==> src/hdl/qdec_pkg.sv <==
// ----------------------------------------------------------------------------
// qdec_pkg
// Types and constants shared by the quadrature decoder with acceleration.
// ----------------------------------------------------------------------------
`default_nettype none

package qdec_pkg;

  // direction codes
  localparam logic [1:0] DIR_NONE = 2'd0;
  localparam logic [1:0] DIR_CW   = 2'd1;
  localparam logic [1:0] DIR_CCW  = 2'd2;

  // configuration register indexes
  localparam logic [2:0] REG_DEBOUNCE = 3'd0;
  localparam logic [2:0] REG_SLOPE    = 3'd1;
  localparam logic [2:0] REG_OFFSET   = 3'd2;
  localparam logic [2:0] REG_SHORT    = 3'd3;
  localparam logic [2:0] REG_LONG     = 3'd4;

  localparam int unsigned CFG_DATA_W = 24;

  // largest step after saturation
  localparam logic [15:0] STEP_MAX = 16'hFFFF;

  // input transaction
  typedef struct packed {
    logic        pin_a;
    logic        pin_b;
    logic [31:0] now_ms;
  } in_t;

  // result transaction
  typedef struct packed {
    logic signed [31:0] position;
    logic [1:0]         dir_now;
    logic               moved;
  } out_t;

  // configuration as seen by the datapath
  typedef struct packed {
    logic               debounce;
    logic signed [15:0] slope;
    logic signed [23:0] offset;
    logic [15:0]        short_cutoff;
    logic [15:0]        long_cutoff;
  } cfg_t;

  // edge stage result
  typedef struct packed {
    logic        valid;
    logic        moved;
    logic        cw;
    logic        accel;
    logic [1:0]  dir_now;
    logic [15:0] ivl;
  } edge_res_t;

  // step stage result
  typedef struct packed {
    logic        valid;
    logic        moved;
    logic        cw;
    logic [1:0]  dir_now;
    logic [15:0] step;
  } step_res_t;

endpackage

`default_nettype wire

==> src/hdl/quadrature_decoder_accel_unit.sv <==
// Throughput: one transaction per cycle; the input register, edge stage,
// multiply stage, step stage and result register advance together and hold
// only while a finished result waits on out_ready.
// Reset (rst, synchronous): clears decoder state, position, all stage valids
// and the configuration registers.
// ----------------------------------------------------------------------------
// quadrature_decoder_accel_unit
// Quadrature decoder with direction debounce and speed-dependent step size.
// ----------------------------------------------------------------------------
`default_nettype none

module quadrature_decoder_accel_unit import qdec_pkg::*; (
  input  wire logic                  clk,
  input  wire logic                  rst,
  input  wire logic                  in_valid,
  output logic                       in_ready,
  input  wire in_t                   in_data,
  output logic                       out_valid,
  input  wire logic                  out_ready,
  output out_t                       out_data,
  input  wire logic                  cfg_we,
  input  wire logic [2:0]            cfg_index,
  input  wire logic [CFG_DATA_W-1:0] cfg_data
);

  cfg_t      cfg;
  logic      adv;
  logic      s0_valid;
  in_t       s0_data;
  edge_res_t edge_res;
  step_res_t step_res;

  // whole pipeline moves unless the result register is full and stalled
  assign adv      = !out_valid || out_ready;
  assign in_ready = adv;

  // configuration registers
  always_ff @(posedge clk) begin
    if (rst) begin
      cfg <= '0;
    end else if (cfg_we) begin
      unique case (cfg_index)
        REG_DEBOUNCE: cfg.debounce     <= cfg_data[0];
        REG_SLOPE:    cfg.slope        <= $signed(cfg_data[15:0]);
        REG_OFFSET:   cfg.offset       <= $signed(cfg_data[23:0]);
        REG_SHORT:    cfg.short_cutoff <= cfg_data[15:0];
        REG_LONG:     cfg.long_cutoff  <= cfg_data[15:0];
        default:      ;
      endcase
    end
  end

  // input register
  always_ff @(posedge clk) begin
    if (rst) begin
      s0_valid <= 1'b0;
    end else if (adv) begin
      s0_valid <= in_valid;
    end
  end

  always_ff @(posedge clk) begin
    if (adv) begin
      s0_data <= in_data;
    end
  end

  qdec_edge u_edge (
    .clk        (clk),
    .rst        (rst),
    .adv        (adv),
    .item_valid (s0_valid),
    .item       (s0_data),
    .cfg        (cfg),
    .res        (edge_res)
  );

  qdec_step u_step (
    .clk     (clk),
    .rst     (rst),
    .adv     (adv),
    .edge_in (edge_res),
    .cfg     (cfg),
    .res     (step_res)
  );

  qdec_accum u_accum (
    .clk       (clk),
    .rst       (rst),
    .adv       (adv),
    .step_in   (step_res),
    .res_valid (out_valid),
    .res       (out_data)
  );

  // a step is only taken with an accepted direction
  a_moved_has_dir: assert property (@(posedge clk) disable iff (rst)
    out_valid && out_data.moved |-> out_data.dir_now != DIR_NONE)
    else $error("moved result without accepted direction");

  // position holds across a result that did not move
  a_pos_hold: assert property (@(posedge clk) disable iff (rst)
    (out_valid && out_ready) ##1 (out_valid && !out_data.moved)
      |-> out_data.position == $past(out_data.position))
    else $error("position changed without a step");

  // pipeline is empty right after reset
  a_reset_empty: assert property (@(posedge clk)
    $past(rst) |-> !out_valid)
    else $error("result valid right after reset");

endmodule

`default_nettype wire

==> src/hdl/qdec_edge.sv <==
// ----------------------------------------------------------------------------
// qdec_edge
// Edge detection, direction debounce and edge interval for one transaction.
// ----------------------------------------------------------------------------
`default_nettype none

module qdec_edge import qdec_pkg::*; (
  input  wire logic      clk,
  input  wire logic      rst,
  input  wire logic      adv,
  input  wire logic      item_valid,
  input  wire in_t       item,
  input  wire cfg_t      cfg,
  output edge_res_t      res
);

  // decoder state
  logic        primed;
  logic        last_a;
  logic [31:0] prev_edge_time;
  logic [1:0]  accepted_dir;
  logic [1:0]  candidate_dir;

  logic        primed_next;
  logic        last_a_next;
  logic [31:0] prev_edge_time_next;
  logic [1:0]  accepted_dir_next;
  logic [1:0]  candidate_dir_next;
  edge_res_t   res_next;

  logic [1:0]  new_dir;
  logic [31:0] interval;

  assign new_dir  = (item.pin_a != item.pin_b) ? DIR_CW : DIR_CCW;
  assign interval = item.now_ms - prev_edge_time;

  // next state and stage result
  always_comb begin
    primed_next         = primed;
    last_a_next         = last_a;
    prev_edge_time_next = prev_edge_time;
    accepted_dir_next   = accepted_dir;
    candidate_dir_next  = candidate_dir;
    res_next            = '0;
    res_next.valid      = item_valid;
    res_next.cw         = (new_dir == DIR_CW);
    res_next.accel      = (interval < {16'd0, cfg.long_cutoff}) && (cfg.slope != '0);
    res_next.ivl        = (interval < {16'd0, cfg.short_cutoff}) ? cfg.short_cutoff
                                                                 : interval[15:0];
    if (!primed) begin
      primed_next = 1'b1;
      last_a_next = item.pin_a;
    end else if (item.pin_a != last_a) begin
      if (cfg.debounce && (candidate_dir != new_dir)) begin
        candidate_dir_next = new_dir;
      end else begin
        accepted_dir_next = new_dir;
      end
      res_next.moved      = (accepted_dir_next == new_dir);
      last_a_next         = item.pin_a;
      prev_edge_time_next = item.now_ms;
    end
    res_next.dir_now = accepted_dir_next;
  end

  // state registers
  always_ff @(posedge clk) begin
    if (rst) begin
      primed         <= 1'b0;
      last_a         <= 1'b0;
      prev_edge_time <= '0;
      accepted_dir   <= DIR_NONE;
      candidate_dir  <= DIR_NONE;
      res            <= '0;
    end else if (adv) begin
      res <= res_next;
      if (item_valid) begin
        primed         <= primed_next;
        last_a         <= last_a_next;
        prev_edge_time <= prev_edge_time_next;
        accepted_dir   <= accepted_dir_next;
        candidate_dir  <= candidate_dir_next;
      end
    end
  end

endmodule

`default_nettype wire

==> src/hdl/qdec_step.sv <==
// ----------------------------------------------------------------------------
// qdec_step
// Step size: slope times interval, plus offset, truncated and saturated; one when not accelerating.
// ----------------------------------------------------------------------------
`default_nettype none

module qdec_step import qdec_pkg::*; (
  input  wire logic      clk,
  input  wire logic      rst,
  input  wire logic      adv,
  input  wire edge_res_t edge_in,
  input  wire cfg_t      cfg,
  output step_res_t      res
);

  // product stage
  logic               p_valid;
  logic               p_moved;
  logic               p_cw;
  logic               p_accel;
  logic [1:0]         p_dir_now;
  logic signed [32:0] prod;

  logic signed [32:0] slope_ext;
  logic signed [32:0] ivl_ext;
  logic signed [33:0] q8;
  logic [15:0]        step_next;

  // multiplier operands at full product width
  assign slope_ext = 33'(cfg.slope);
  assign ivl_ext   = $signed({17'd0, edge_in.ivl});

  // multiply stage
  always_ff @(posedge clk) begin
    if (rst) begin
      p_valid <= 1'b0;
    end else if (adv) begin
      p_valid <= edge_in.valid;
    end
  end

  always_ff @(posedge clk) begin
    if (adv) begin
      p_moved   <= edge_in.moved;
      p_cw      <= edge_in.cw;
      p_accel   <= edge_in.accel;
      p_dir_now <= edge_in.dir_now;
      prod      <= slope_ext * ivl_ext;
    end
  end

  // add offset, drop fraction, clamp to 0..65535
  assign q8 = 34'(prod) + 34'(cfg.offset);

  always_comb begin
    if (!p_accel) begin
      step_next = 16'd1;
    end else if (q8[33]) begin
      step_next = '0;
    end else if (|q8[32:24]) begin
      step_next = STEP_MAX;
    end else begin
      step_next = q8[23:8];
    end
  end

  // step stage
  always_ff @(posedge clk) begin
    if (rst) begin
      res <= '0;
    end else if (adv) begin
      res.valid   <= p_valid;
      res.moved   <= p_moved;
      res.cw      <= p_cw;
      res.dir_now <= p_dir_now;
      res.step    <= step_next;
    end
  end

endmodule

`default_nettype wire

==> src/hdl/qdec_accum.sv <==
// ----------------------------------------------------------------------------
// qdec_accum
// Position counter and result register.
// ----------------------------------------------------------------------------
`default_nettype none

module qdec_accum import qdec_pkg::*; (
  input  wire logic      clk,
  input  wire logic      rst,
  input  wire logic      adv,
  input  wire step_res_t step_in,
  output logic           res_valid,
  output out_t           res
);

  logic signed [31:0] pos_count;
  logic signed [31:0] pos_count_next;

  // clockwise counts down, counter-clockwise up, wrapping
  always_comb begin
    pos_count_next = pos_count;
    if (step_in.moved) begin
      if (step_in.cw) begin
        pos_count_next = pos_count - $signed({16'd0, step_in.step});
      end else begin
        pos_count_next = pos_count + $signed({16'd0, step_in.step});
      end
    end
  end

  // position and output registers
  always_ff @(posedge clk) begin
    if (rst) begin
      pos_count <= '0;
      res_valid <= 1'b0;
    end else if (adv) begin
      res_valid <= step_in.valid;
      if (step_in.valid) begin
        pos_count <= pos_count_next;
      end
    end
  end

  always_ff @(posedge clk) begin
    if (adv) begin
      res.position <= pos_count_next;
      res.dir_now  <= step_in.dir_now;
      res.moved    <= step_in.moved;
    end
  end

endmodule

`default_nettype wire
==> config.mk <==
export PLATFORM = sky130hd
export DESIGN_NAME = quadrature_decoder_accel_unit
export DESIGN_NICKNAME = d
export VERILOG_FILES = /design/src/hdl/qdec_pkg.sv /design/src/hdl/quadrature_decoder_accel_unit.sv /design/src/hdl/qdec_edge.sv /design/src/hdl/qdec_step.sv /design/src/hdl/qdec_accum.sv
export SDC_FILE = /design/constraint.sdc
export NUM_CORES = 1
export LEC_CHECK = 0
export BUFFER_PORTS_ARGS = -buffer_cell sky130_fd_sc_hd__buf_4
export CORE_ASPECT_RATIO = 1.1
export CORE_MARGIN = 2
export CORE_UTILIZATION = 65
export DETAILED_ROUTE_END_ITERATION = 12
export PLACE_DENSITY_LB_ADDON = 0.1
export SLEW_MARGIN = 0
export SYNTH_ARGS = -nofsm -noshare
export SYNTH_HDL_FRONTEND = slang
export SYNTH_HIERARCHICAL = 1
export SYNTH_SLANG_ARGS = --single-unit
==> constraint.sdc <==
create_clock -name clk -period 18.3 [get_ports clk]
set_input_delay 3.66 -clock clk [delete_from_list [all_inputs] [get_ports clk]]
set_output_delay 3.66 -clock clk [all_outputs]
set_load 0.02 [all_outputs]
Word level (Yosys, flattened, before mapping)

Index checks and enable logic that the tools add are counted.

$add $sub $neg: 4
Eq/ne operators: 10
Magnitude comparators: 2
Reduce and logical (&&, ||, !) cells: 17
Multiply operators: 1
Mux-type cells: 16

Operator list:

| cell                                                | number |
|---|---|
| less-than comparator 32 x 16 -> 1 bit               | 2 |
| 2-to-1 mux 16 bit                                   | 4 |
| 2-to-1 mux 32 bit                                   | 2 |
| adder 33 x 24 -> 34 bit                             | 1 |
| multiplier 16 x 17 -> 33 bit                        | 1 |
| adder 32 x 17 -> 32 bit                             | 1 |
| subtractor 32 x 17 -> 32 bit                        | 1 |
| subtractor 32 bit                                   | 1 |
| nonzero test 16 bit                                 | 1 |
| AND reduction 2 bit                                 | 7 |
| 2-to-1 mux 2 bit                                    | 6 |
| OR reduction 9 bit                                  | 1 |
| equality test 3 x 2 -> 1 bit, second input constant | 2 |
| AND reduction 5 bit                                 | 1 |
| 2-to-1 mux 1 bit                                    | 4 |
| AND reduction 4 bit                                 | 1 |
| equality test 3 x 1 -> 1 bit, second input constant | 1 |
| equality test 3 bit, second input constant          | 1 |
| logical NOT 3 bit                                   | 1 |
| AND reduction 3 bit                                 | 1 |
| equality test 2 x 1 -> 1 bit, second input constant | 1 |
| equality test 2 bit                                 | 1 |
| logical AND 1 bit                                   | 2 |
| inequality test 1 bit                               | 2 |
| other kinds (4)                                     | 4 |

Output and inout bits: 37
Logic and storage cells: 86
Input port bits: 66
Register bits: 296

Depth between registers and ports, before layout

Depth after elaboration: 10
Depth in mapped cells: 25

By module

Netlist, hierarchy kept.

Modules (own cells, without submodules):

| module                        | instances | cells an instance | area each (um2) | seq. area each (um2) |
|---|---|---|---|---|
| qdec_step                     | 1         | 1280              | 11937.7         | 1581.5 |
| qdec_edge                     | 1         | 744               | 5371.4          | 1201.2 |
| qdec_accum                    | 1         | 573               | 4984.8          | 1711.6 |
| quadrature_decoder_accel_unit | 1         | 365               | 3892.5          | 2502.4 |

Least setup slack after synthesis

OpenSTA, ideal clock, no wires.

Kind: input-to-output
Start point: in out_ready
End point: out in_ready
Stages: 1
Path buffers: 0
Arrival time: 6.494 ns
Required time: 14.640 ns
Slack: 8.146 ns
Cell sequence: nand2b_1

Longest elaborated chain between the ends: 1

Ends and longest elaborated chain:

| what               | line                                | source |
|---|---|---|
| start: declaration | quadrature_decoder_accel_unit.sv:19 | `input wire logic out_ready,` |
| logical OR 1 bit   | quadrature_decoder_accel_unit.sv:34 | `assign adv = !out_valid \|\| out_ready;` |
| end: declaration   | quadrature_decoder_accel_unit.sv:16 | `output logic in_ready,` |

Every way passes these cells.

Final worst setup path

Ends and elaborated chain as after synthesis.

==> reports/metrics.csv <==
metric;value;unit
DRT Pass-1 Iters;6;
Mapped Area;26190;um2
FF+latch count, synth;296;
achievable frequency;122.6;MHz
final hold vios;0;
Slew headroom;25.74;%
layout cell share with drive strength beyond 1;9.360;%
# IOs;103;
Max Cap Violations;0;
Synth top area share;14.98;%
top cells by area, synth;fa_1, dfxtp_1, edfxtp_1;
crit end category;output pin;
die area;41910;um2
Post-CTS Setup Inserts;0;
Rows;77;
Root Buffer;clkbuf_16;
syn_nets;3474;
Num CTS Buffers;34;
grt ovf;0;
die width;195.4;um
Worst R2R End;u_step/prod[29]$_DFFE_PP_;
Yosys top cell by area;fa_1;
Pwr Total;1.664;mW
synthesized area per cell;8.841;um2
Setup Skew;17.64;ps
Worst Path Class, Setup;input port to output pin;
TritonCTS clock tree;done;
RSZ-0062 raised after global routing;false;
Initial Util;65.50;%
# fillers;3179;
via/cell ratio;5.987;
clock slew at reported path FFs;50;ps
DRT iter0 DRCs;1307;
post-CTS sizing;0;
Post-synth EDFFs;107;
pwr dens;59.17;nW/um2
R2R Path Start;cfg[64]$_SDFFE_PP0P_;
Reg2Reg Depth;18;
HP Start;u_edge/res[19]$_SDFFE_PP0P_;
final period utilization;44.59;%
Port-buffer cells;102;
r2r setup slk;11330;ps
vias in the first global route;21360;
initial antenna violation count;0;
Arr. time, crit path;4500;ps
critical path fanouts, max;37;
placed cell count;3455;
clk_lat worst skew;550;ps
CP required;14640;ps
outcome;complete, no violations;
most numerous cell in the Yosys netlist;nand2_1;
Worst Max-Slew Pin Slew;1108;ps
Worst setup SP type;input port;
RePlAce Congestion;0.9035;
# hold bufs at CTS;0;
Layout Nets;3490;
WL/cell;17.95;um
Slew Limit Fails;0;
post-synthesis sequential area ratio;26.72;%
DRT Wirelength;63120;um
fraction of registers with async set or reset after synthesis;0;%
Total Routing Usage GR;30.42;%
hold path endpoint;u_step/p_cw$_DFFE_PP_;
Via Count;21050;
Routed Antenna Nets;0;
CTS Sinks;296;
top_reg_cell synth;dfxtp_1;
final core occ;70.33;%
post-route setup TNS;0;ps
Netlist cell types;107;
die height;214.5;um
area growth from synthesis to final layout;7.377;%
largest net degree at the start of global routing;132;
clock period minus worst slack;8160;ps
worst hold path type;register to register;
global-route wire length before repair;104300;um
Setup WS pre-CTS;10160;ps
Lkg Pwr;12.74;nW
CTS Buffer Depth;3;
Core Region;39980;um2
Ys Warns;6;
Worst Hold Depth;0;
Final setup viols;0;
H-tree levels;2;
worst setup margin;10140;ps
post-route insts no fill;3516;
DP HPWL;47240;um
Synth Instances;2962;
peak supply drop;70.73;uV
DRC errors left;0;
Synth top cells by count;nand2_1, inv_1, ha_1;
==> registers in the layout, summed over array words and instances, names as in the netlist, 2 cells and up <==
name,cells
cfg,73
s0_data,34
u_accum/pos_count,32
u_accum/res,35
u_edge/accepted_dir,2
u_edge/candidate_dir,2
u_edge/prev_edge_time,32
u_edge/res,22
u_step/p_dir_now,2
u_step/prod,33
u_step/res,21
==> layout by cell type (no fill, tap or decap), drive strengths merged, types with 64 or more instances in the layout <==
master	instances
o21ai	64
a21oi	260
and2	121
ha	250
nand3	66
inv	345
nand2	490
edfxtp	107
xnor2	70
buf	116
dfxtp	189
fa	196
nor2	136
==> worst max-delay path, stage by stage <==
cell	delay, ps
buf_4	110
nand2b_4	390
buf_4	300
==> stage by stage <==
| step | hold WS [ps] | area [um2] |
|---|---|---|
| finish | 427.8 | 28120 |
| detailed placement | 417.6 | 27050 |
| global placement | 415.7 | 27050 |
| global route | 431.9 | 28120 |
| floorplan | 400.5 | 26190 |
| CTS | 428.7 | 28120 |
==> how the worst max path moves through the flow <==
stage / startpoint / endpoint / slack (ps)
2_1_floorplan: out_ready / in_ready / 8150
3_3_place_gp: out_ready / in_ready / 10170
3_5_place_dp: out_ready / in_ready / 10160
4_1_cts: out_ready / in_ready / 10160
5_1_grt: out_ready / in_ready / 10110
6_report: out_ready / in_ready / 10140
==> report_power, final <==
| part | internal, mW | switching (mW) | leakage [nW] |
|---|---|---|---|
| Clock | 0.380 | 0.273 | 0.518 |
| Sequential | 0.703 | 0.0327 | 2.78 |
| Combinational | 0.112 | 0.163 | 9.44 |
==> layer usage <==
layer	GRT usage (%)	up-vias	wire [um]
li1	-	10040	-
met3	3.948	153	3164
met5	0	-	0
met1	37.19	10210	26180
met2	54.77	650	31550
met4	11.15	0	2223
==> cells by family (layout without fill, tap and decap cells) <==
logic type	Yosys count	after routing	share of synthesized area, %
adders and majority gates	446	446	26.93
AOI/OAI and AO/OA	595	595	15.62
DFF	296	296	26.72
other	0	1	0
buffers and inverters	479	519	7.559
muxes	43	43	1.758
xor gates and xnor gates	98	98	3.278
and+or+nand+nor	1005	1005	18.14
==> cell type report <==
type,count,area [um2],share of cell area (%)
repair buffers,116,887.1,3.155
diodes,1,2.502,0.008900
well taps,513,641.9,2.283
inverters,343,1287,4.579
clock inverters,13,110.1,0.3916
flip-flops and latches,296,6997,24.88
multi-input cells,2187,17240,61.32
clock buffers,47,950.9,3.382
(Power assumes the default switching activity.)
